$ cat config.mk
export PLATFORM = sky130hd
export DESIGN_NAME = msb_first_bit_packer
export DESIGN_NICKNAME = d
export VERILOG_FILES = /design/src/rtl/mbp_pkg.sv /design/src/rtl/mbp_ctrl.sv /design/src/rtl/mbp_dp.sv /design/src/rtl/msb_first_bit_packer.sv
export SDC_FILE = /design/constraint.sdc
export NUM_CORES = 1
export LEC_CHECK = 0
export CAP_MARGIN = 20
export CORE_MARGIN = 2
export CORE_UTILIZATION = 55
export CTS_BUF_LIST = sky130_fd_sc_hd__clkbuf_4 sky130_fd_sc_hd__clkbuf_8
export DETAILED_ROUTE_END_ITERATION = 7
export DONT_BUFFER_PORTS = 1
export PLACE_DENSITY = 0.66
export SKIP_LAST_GASP = 1
export SYNTH_ARGS = -nofsm -noshare
export SYNTH_HDL_FRONTEND = slang
export SYNTH_SLANG_ARGS = --single-unit
$ cat constraint.sdc
create_clock -name clk -period 4.2 [get_ports clk]
set_input_delay 0.84 -clock clk [delete_from_list [all_inputs] [get_ports clk]]
set_output_delay 0.84 -clock clk [all_outputs]
set_load 0.02 [all_outputs]
$ cat src/rtl/mbp_pkg.sv
// ============================================================================
// mbp_pkg
// Shared types and constants for the MSB-first bit packer.
// ============================================================================
package mbp_pkg;

    // operation codes carried in s_axis_tuser[1:0]
    localparam logic [1:0] OP_BITS  = 2'd0;
    localparam logic [1:0] OP_BYTES = 2'd1;
    localparam logic [1:0] OP_FLUSH = 2'd2;

    localparam int unsigned VALUE_W = 64;
    localparam int unsigned NBITS_W = 7;
    localparam int unsigned BCNT_W  = 4;
    localparam int unsigned CAP_W   = 24;
    localparam int unsigned SR_W    = VALUE_W + 8;   // one pending byte plus the value
    localparam int unsigned NBYTE_W = 4;             // up to nine bytes per item
    localparam int unsigned IN_TDATA_W  = 80;
    localparam int unsigned IN_TUSER_W  = 3;

    localparam logic [CAP_W-1:0]  CAP_RESET = 24'd65536;
    localparam logic [BCNT_W-1:0] MAX_BYTES = 4'd8;
    localparam logic [NBITS_W-1:0] MAX_BITS = 7'd64;

    // controller to datapath commands
    typedef struct packed {
        logic load;   // capture an accepted item
        logic emit;   // move the next byte into the output register
        logic last;   // the byte being emitted is the item's final one
    } cmd_t;

endpackage

$ cat src/rtl/mbp_ctrl.sv
// ============================================================================
// mbp_ctrl
// Controller: accepts items, counts out the bytes each one produces and
// owns the output valid flag.
// ============================================================================
module mbp_ctrl
(
    input  logic                           clk,
    input  logic                           rst_n,
    input  logic                           s_valid,
    output logic                           s_ready,
    input  logic [mbp_pkg::NBYTE_W-1:0]    load_nbytes,
    output logic                           m_valid,
    input  logic                           m_ready,
    output mbp_pkg::cmd_t                  cmd
);

    localparam logic ST_IDLE = 1'b0;
    localparam logic ST_EMIT = 1'b1;

    logic                        state_reg, state_next;
    logic [mbp_pkg::NBYTE_W-1:0] cnt_reg, cnt_next;
    logic                        ovalid_reg, ovalid_next;
    logic                        slot_free;

    assign slot_free = !ovalid_reg || m_ready;
    assign s_ready   = (state_reg == ST_IDLE);
    assign m_valid   = ovalid_reg;

    // command decode
    always_comb
    begin
        cmd.load = s_valid && (state_reg == ST_IDLE);
        cmd.emit = (state_reg == ST_EMIT) && slot_free;
        cmd.last = (cnt_reg == mbp_pkg::NBYTE_W'(1));
    end

    // next state
    always_comb
    begin
        state_next  = state_reg;
        cnt_next    = cnt_reg;
        ovalid_next = cmd.emit ? 1'b1 : (m_ready ? 1'b0 : ovalid_reg);
        case (state_reg)
            ST_IDLE:
            begin
                if (cmd.load && (load_nbytes != '0))
                begin
                    state_next = ST_EMIT;
                    cnt_next   = load_nbytes;
                end
            end
            ST_EMIT:
            begin
                if (cmd.emit)
                begin
                    cnt_next = cnt_reg - mbp_pkg::NBYTE_W'(1);
                    if (cmd.last)
                        state_next = ST_IDLE;
                end
            end
            default:
            begin
                state_next = ST_IDLE;
            end
        endcase
    end

    always_ff @(posedge clk or negedge rst_n)
    begin
        if (!rst_n)
        begin
            state_reg  <= ST_IDLE;
            cnt_reg    <= '0;
            ovalid_reg <= 1'b0;
        end
        else
        begin
            state_reg  <= state_next;
            cnt_reg    <= cnt_next;
            ovalid_reg <= ovalid_next;
        end
    end

endmodule

$ cat src/rtl/mbp_dp.sv
// ============================================================================
// mbp_dp
// Datapath: pending bits, byte shift register, emitted-byte counter,
// capacity register and the output byte register.
// ============================================================================
module mbp_dp
(
    input  logic                              clk,
    input  logic                              rst_n,
    input  mbp_pkg::cmd_t                     cmd,
    input  logic [1:0]                        op,
    input  logic [mbp_pkg::VALUE_W-1:0]       value,
    input  logic [mbp_pkg::NBITS_W-1:0]       bit_width,
    input  logic [mbp_pkg::BCNT_W-1:0]        byte_count,
    input  logic                              little_endian,
    input  logic                              cfg_wr_en,
    input  logic [mbp_pkg::CAP_W-1:0]         cfg_wr_data,
    output logic [mbp_pkg::NBYTE_W-1:0]       load_nbytes,
    output logic [7:0]                        out_byte,
    output logic                              out_overflow,
    output logic                              out_last
);

    localparam int unsigned SR_W = mbp_pkg::SR_W;

    logic [7:0]                 pend_reg;      // pending bits, left aligned
    logic [2:0]                 pcount_reg;
    logic [SR_W-1:0]            sr_reg;
    logic [mbp_pkg::CAP_W-1:0]  emitted_reg;
    logic [mbp_pkg::CAP_W-1:0]  cap_reg;
    logic [7:0]                 obyte_reg;
    logic                       oovf_reg;
    logic                       olast_reg;

    logic [7:0]                 pend_eff;
    logic                       has_pend;
    logic                       bits_ok;
    logic [mbp_pkg::NBITS_W-1:0] vshift;
    logic [mbp_pkg::VALUE_W-1:0] vleft;
    logic [mbp_pkg::NBITS_W-1:0] total;
    logic [SR_W-1:0]            sr_bits;
    logic [mbp_pkg::BCNT_W-1:0] bc_sat;
    logic [mbp_pkg::VALUE_W-1:0] be_left;
    logic [mbp_pkg::VALUE_W-1:0] le_data;
    logic [mbp_pkg::VALUE_W-1:0] bytes_data;
    logic [SR_W-1:0]            sr_load;
    logic [2:0]                 pcount_load;
    logic                       ovf;

    assign has_pend = (pcount_reg != 3'd0);
    assign pend_eff = has_pend ? pend_reg : 8'd0;

    // bit write: new bits placed right behind the pending ones
    assign bits_ok = (bit_width <= mbp_pkg::MAX_BITS);
    assign vshift  = mbp_pkg::MAX_BITS - bit_width;
    assign vleft   = value << vshift;
    assign total   = mbp_pkg::NBITS_W'(pcount_reg) + bit_width;
    assign sr_bits = {pend_eff, {mbp_pkg::VALUE_W{1'b0}}} | ({vleft, 8'd0} >> pcount_reg);

    // aligned byte write: left-aligned bytes in send order
    assign bc_sat  = (byte_count > mbp_pkg::MAX_BYTES) ? mbp_pkg::MAX_BYTES : byte_count;
    assign be_left = value << {mbp_pkg::MAX_BYTES - bc_sat, 3'b000};

    always_comb
    begin
        for (int i = 0; i < 8; i++)
            le_data[(7-i)*8 +: 8] = value[i*8 +: 8];
    end

    assign bytes_data = little_endian ? le_data : be_left;

    // load decode per operation
    always_comb
    begin
        sr_load     = {pend_eff, {mbp_pkg::VALUE_W{1'b0}}};
        pcount_load = pcount_reg;
        load_nbytes = '0;
        case (op)
            mbp_pkg::OP_BITS:
            begin
                if (bits_ok)
                begin
                    sr_load     = sr_bits;
                    pcount_load = total[2:0];
                    load_nbytes = total[6:3];
                end
            end
            mbp_pkg::OP_BYTES:
            begin
                sr_load     = has_pend ? {pend_eff, bytes_data} : {bytes_data, 8'd0};
                pcount_load = 3'd0;
                load_nbytes = bc_sat + mbp_pkg::NBYTE_W'(has_pend);
            end
            mbp_pkg::OP_FLUSH:
            begin
                pcount_load = 3'd0;
                load_nbytes = mbp_pkg::NBYTE_W'(has_pend);
            end
            default:
            begin
                load_nbytes = '0;
            end
        endcase
    end

    assign ovf = (emitted_reg >= cap_reg);

    // shift register and output byte (payload, no reset)
    always_ff @(posedge clk)
    begin
        if (cmd.load)
            sr_reg <= sr_load;
        else if (cmd.emit)
            sr_reg <= {sr_reg[SR_W-9:0], 8'd0};
        if (cmd.emit)
        begin
            obyte_reg <= sr_reg[SR_W-1 -: 8];
            oovf_reg  <= ovf;
            olast_reg <= cmd.last;
        end
    end

    // packer state and configuration
    always_ff @(posedge clk or negedge rst_n)
    begin
        if (!rst_n)
        begin
            pend_reg    <= '0;
            pcount_reg  <= '0;
            emitted_reg <= '0;
            cap_reg     <= mbp_pkg::CAP_RESET;
        end
        else
        begin
            if (cfg_wr_en)
                cap_reg <= cfg_wr_data;
            if (cmd.load)
            begin
                pcount_reg <= pcount_load;
                if (load_nbytes == '0)
                    pend_reg <= sr_load[SR_W-1 -: 8];
            end
            else if (cmd.emit)
            begin
                // after the final byte the top byte is the leftover bits
                pend_reg <= sr_reg[SR_W-9 -: 8];
                if (!ovf)
                    emitted_reg <= emitted_reg + mbp_pkg::CAP_W'(1);
            end
        end
    end

    assign out_byte     = obyte_reg;
    assign out_overflow = oovf_reg;
    assign out_last     = olast_reg;

endmodule

$ cat src/rtl/msb_first_bit_packer.sv
// ============================================================================
// msb_first_bit_packer
// Packs variable-width fields MSB first into a byte stream.
// ============================================================================
// An item is accepted while the controller is idle and then produces 0 to 9
// output bytes; the byte shift register delivers one byte per cycle into the
// output register, and a stalled output holds the controller in its emit state.
// Items that produce no byte (no bits completed, flush with nothing pending,
// ignored codes) leave the controller idle. Each byte carries an overflow flag
// in m_axis_tuser when the emitted-byte counter has reached cfg capacity; that
// byte is still shown but not counted. tlast marks the final byte of each item.
// Capacity may be written only while idle.
module msb_first_bit_packer
(
    input  logic        clk,
    input  logic        rst_n,
    // input items
    input  logic        s_axis_tvalid,
    output logic        s_axis_tready,
    input  logic [79:0] s_axis_tdata,   // value[63:0], bit_width[70:64], byte_count[74:71]
    input  logic [2:0]  s_axis_tuser,   // op[1:0], little_endian[2]
    // output bytes
    output logic        m_axis_tvalid,
    input  logic        m_axis_tready,
    output logic [7:0]  m_axis_tdata,   // out_byte[7:0]
    output logic [0:0]  m_axis_tuser,   // overflow[0]
    output logic        m_axis_tlast,
    // capacity register
    input  logic        cfg_wr_en,
    input  logic [23:0] cfg_wr_data
);

    mbp_pkg::cmd_t               cmd;
    logic [mbp_pkg::NBYTE_W-1:0] load_nbytes;

    mbp_ctrl u_ctrl
    (
        .clk         (clk),
        .rst_n       (rst_n),
        .s_valid     (s_axis_tvalid),
        .s_ready     (s_axis_tready),
        .load_nbytes (load_nbytes),
        .m_valid     (m_axis_tvalid),
        .m_ready     (m_axis_tready),
        .cmd         (cmd)
    );

    mbp_dp u_dp
    (
        .clk           (clk),
        .rst_n         (rst_n),
        .cmd           (cmd),
        .op            (s_axis_tuser[1:0]),
        .value         (s_axis_tdata[63:0]),
        .bit_width     (s_axis_tdata[70:64]),
        .byte_count    (s_axis_tdata[74:71]),
        .little_endian (s_axis_tuser[2]),
        .cfg_wr_en     (cfg_wr_en),
        .cfg_wr_data   (cfg_wr_data),
        .load_nbytes   (load_nbytes),
        .out_byte      (m_axis_tdata),
        .out_overflow  (m_axis_tuser[0]),
        .out_last      (m_axis_tlast)
    );

endmodule

==> results_dict.tcl <==
set metrics [dict create \
    ctsResizeCount 0 \
    drc 0 \
    tightest_slew_ns 1.16 \
    synth_edf_count 82 \
    async_flop_share 0.442 \
    syn-num-nets 2153 \
    holdWs_ns 0.0282 \
    io_pins 124 \
    fin_crit_ns 3.97 \
    fin_crit_sh 0.946 \
    synth.top_cell.area_share 0.140 \
    clockBufferDepth 2 \
    rows 65 \
    synth_top_flop_cell "edfxtp_1" \
    cts_buffers 17 \
    area_delta_synth_final_pct 8.13 \
    yosys-top-cells-count "239 x nand2_1, 195 x mux2i_1, 146 x nor2_1, 118 x o21ai_0, 116 x clkbuf_1" \
    port-buffer-count 0 \
    seq_area_frac_synth 0.232 \
    timing.final.hold_violations 0 \
    via_per_inst 7.49 \
    dp_cells 2372 \
    crit_chain "inv_1, ha_4, buf_4, nor3b_2, buf_4, xor2_4, buf_12, mux4_2, a21boi_2, nor2_1, a2111oi_1, buf_4, nor3_1, mux2_2" \
    p_per_area_nw_per_um2 449 \
    clk_latency_ns 0.51 \
    path_clk_slew_ns 0.10 \
    die_width_um 183 \
    setup_viol 0 \
    grt_antenna_before_repair 2 \
    timing.fmax_mhz 252 \
    nNetsFinal 2140 \
    syn-cell-area_um2 17600 \
    power.leakage_nw 7.54 \
    vias 18000 \
    cts-root-buf "clkbuf_8" \
    yosysMostFrequentCell "nand2_1" \
    layout.cells.non_filler 2404 \
    core-area_um2 31600 \
    start_util 0.559 \
    avgSynthCellArea_um2 8.81 \
    drv_cap 0 \
    postSynthCellCount 2002 \
    r2r-start "u_dp.pcount_reg[0]$_DFFE_PN0P_" \
    cp_slowest_stage_delay_ns 0.61 \
    drt-initial-drc-count 2820 \
    largest_register_ffs 72 \
    start_kind "input port" \
    grt_pass1_wl_um 109000 \
    grt_pass1_vias 16800 \
    rsz0062_at_grt "no" \
    relSlewSlack 0.220 \
    cts.sinks 147 \
    cpMaxStageDelayCell "mux4_2" \
    grt_start_max_net_pins 116 \
    endpoint_kind "flip-flop" \
    hold_buffers 0 \
    yosysUniqueCellTypes 90 \
    post-cts-setup-buffers 0 \
    hpwl_um 56700 \
    yosysTopAreaCell "edfxtp_1" \
    wl_per_cell_um 31.1 \
    die_h_um 183 \
    num-fill-cells 2802 \
    die-area_um2 33500 \
    cts_tree "done" \
    drive_gt1_frac 0.204 \
    crit_path_frequent_cell "buf_4" \
    grt_overflow 0 \
    diodes 0 \
    ys_ff_latch 147 \
    path_class "input port to flip-flop" \
    wl_um 74800 \
    crit_start "s_axis_tdata[65]" \
    ys_top_cells_by_area "edfxtp_1 14%, mux2i_1 11%, mux4_2 11%, dfrtp_1 9.1%, nand2_1 5.1%" \
    crit_fanout 46 \
    yosys_warnings 0 \
    cts.htree.levels 4 \
    finalClockSkew_ns 0.0235 \
    firstDrtPassIters 7 \
    cp.arrival_ns 4.35 \
    crit_required_ns 4.58 \
    slew_viol_final 0 \
    hp-class "input port to asynchronous set/reset pin" \
    ant_nets 0 \
    tns_ns 0 \
    vdd_drop_max_uv 254 \
    grt_use_total 0.441 \
    status "finished, final reports clean" \
    gp_congestion 1.09 \
]
## per-layer routing
| metal | vias up | GRT usage | routed length (µm) | share of wire |
|---|---|---|---|---|
| met3 | 323 | 0.0858 | 7890 | 0.11 |
| li1 | 7704 | - | - | - |
| met4 | 4 | 0.323 | 6610 | 0.088 |
| met5 | - | 0 | 31 | 0.00041 |
| met1 | 8630 | 0.548 | 27400 | 0.37 |
| met2 | 1334 | 0.687 | 32900 | 0.44 |
## cells by family after synthesis
kind of cell	share of synthesized area
compound gates	0.228
xor+xnor	0.0174
fa+ha+maj	0.0281
buf+inv	0.0632
flops	0.232
mux	0.278
simple gates	0.153
## where the power goes
group          internal (mW)  switching, mW  total, mW
clock                  0.436          0.665       1.10
sequential              2.29          0.301       2.59
combinational           1.88           2.98       4.87
## critical path: cells and delay by family
| family | cells | cell delay (ns) |
|---|---|---|
| compound gates | 2 | 0.97 |
| fa+ha+maj | 1 | 0.21 |
| simple gates | 3 | 0.29 |
| mux | 2 | 0.89 |
| xor+xnor | 1 | 0.22 |
| buf+inv | 5 | 0.92 |
## worst paths after layout
kind                                                          to  slack (ns)  depth (start not counted)
max in group asynchronous           u_dp.cap_reg[16]$_DFFE_PN1P_        3.99                          0
worst max-delay path                u_dp.pend_reg[7]$_DFFE_PN0P_        0.23                         14
min in group clk                    u_dp.cap_reg[16]$_DFFE_PN1P_        0.41                          1
worst min-delay path            u_dp.emitted_reg[22]$_DFFE_PN0P_        0.03                          0
worst min register to register        u_dp.out_byte[2]$_DFFE_PP_        0.43                          0
worst max register to register      u_dp.pend_reg[7]$_DFFE_PN0P_        0.79                         11
## cell type report
class | instances | area [µm²] | area share
Tap cell | 402 | 503 | 0.0264
Timing Repair Buffer | 162 | 1340 | 0.0703
Sequential cell | 147 | 4090 | 0.214
Clock buffer | 17 | 234 | 0.0123
Inverter | 53 | 209 | 0.0110
Multi-Input combinational cell | 1608 | 12600 | 0.658
Clock inverter | 15 | 143 | 0.00748
## stage by stage
stage          worst slack (ns)  instance area, µm²   util  total power, mW
2_1_floorplan           -0.0470               17800      -             5.83
3_3_place_gp             -0.200               18700  0.593             7.24
3_5_place_dp             -0.300               18700  0.593             7.32
4_1_cts                   0.222               19100  0.605             8.41
5_1_grt                  0.0799               19100  0.605             8.94
6_report                  0.228               19100  0.605             8.56
## layout by cell type (no fill, tap or decap), types with 7 or more instances in the layout
| cell | instances |
|---|---|
| ha_1 | 35 |
| and2_1 | 14 |
| mux4_1 | 7 |
| inv_1 | 46 |
| clkbuf_8 | 17 |
| buf_12 | 10 |
| o2111ai_1 | 14 |
| o22ai_1 | 25 |
| a21o_1 | 18 |
| a221oi_1 | 24 |
| o21a_1 | 15 |
| nand3_1 | 59 |
| or3_1 | 8 |
| a211oi_1 | 26 |
| inv_6 | 7 |
| mux2i_1 | 195 |
| o211ai_1 | 36 |
| o21ai_1 | 7 |
| o22a_1 | 24 |
| or2_2 | 8 |
| mux4_2 | 85 |
| buf_4 | 152 |
| nand4_1 | 13 |
| nand2b_1 | 9 |
| a22oi_1 | 27 |
| nor2_1 | 144 |
| o21ai_0 | 117 |
| dfrtp_1 | 63 |
| and3_1 | 20 |
| a21oi_1 | 92 |
| xor2_1 | 24 |
| nand2_1 | 236 |
| nor4_1 | 14 |
| a32oi_1 | 8 |
| a31oi_1 | 34 |
| mux2_2 | 73 |
| o221ai_1 | 12 |
| edfxtp_1 | 82 |
| o31ai_1 | 8 |
| nor3_1 | 35 |
No activity file was read; power rests on OpenSTA's default activity.
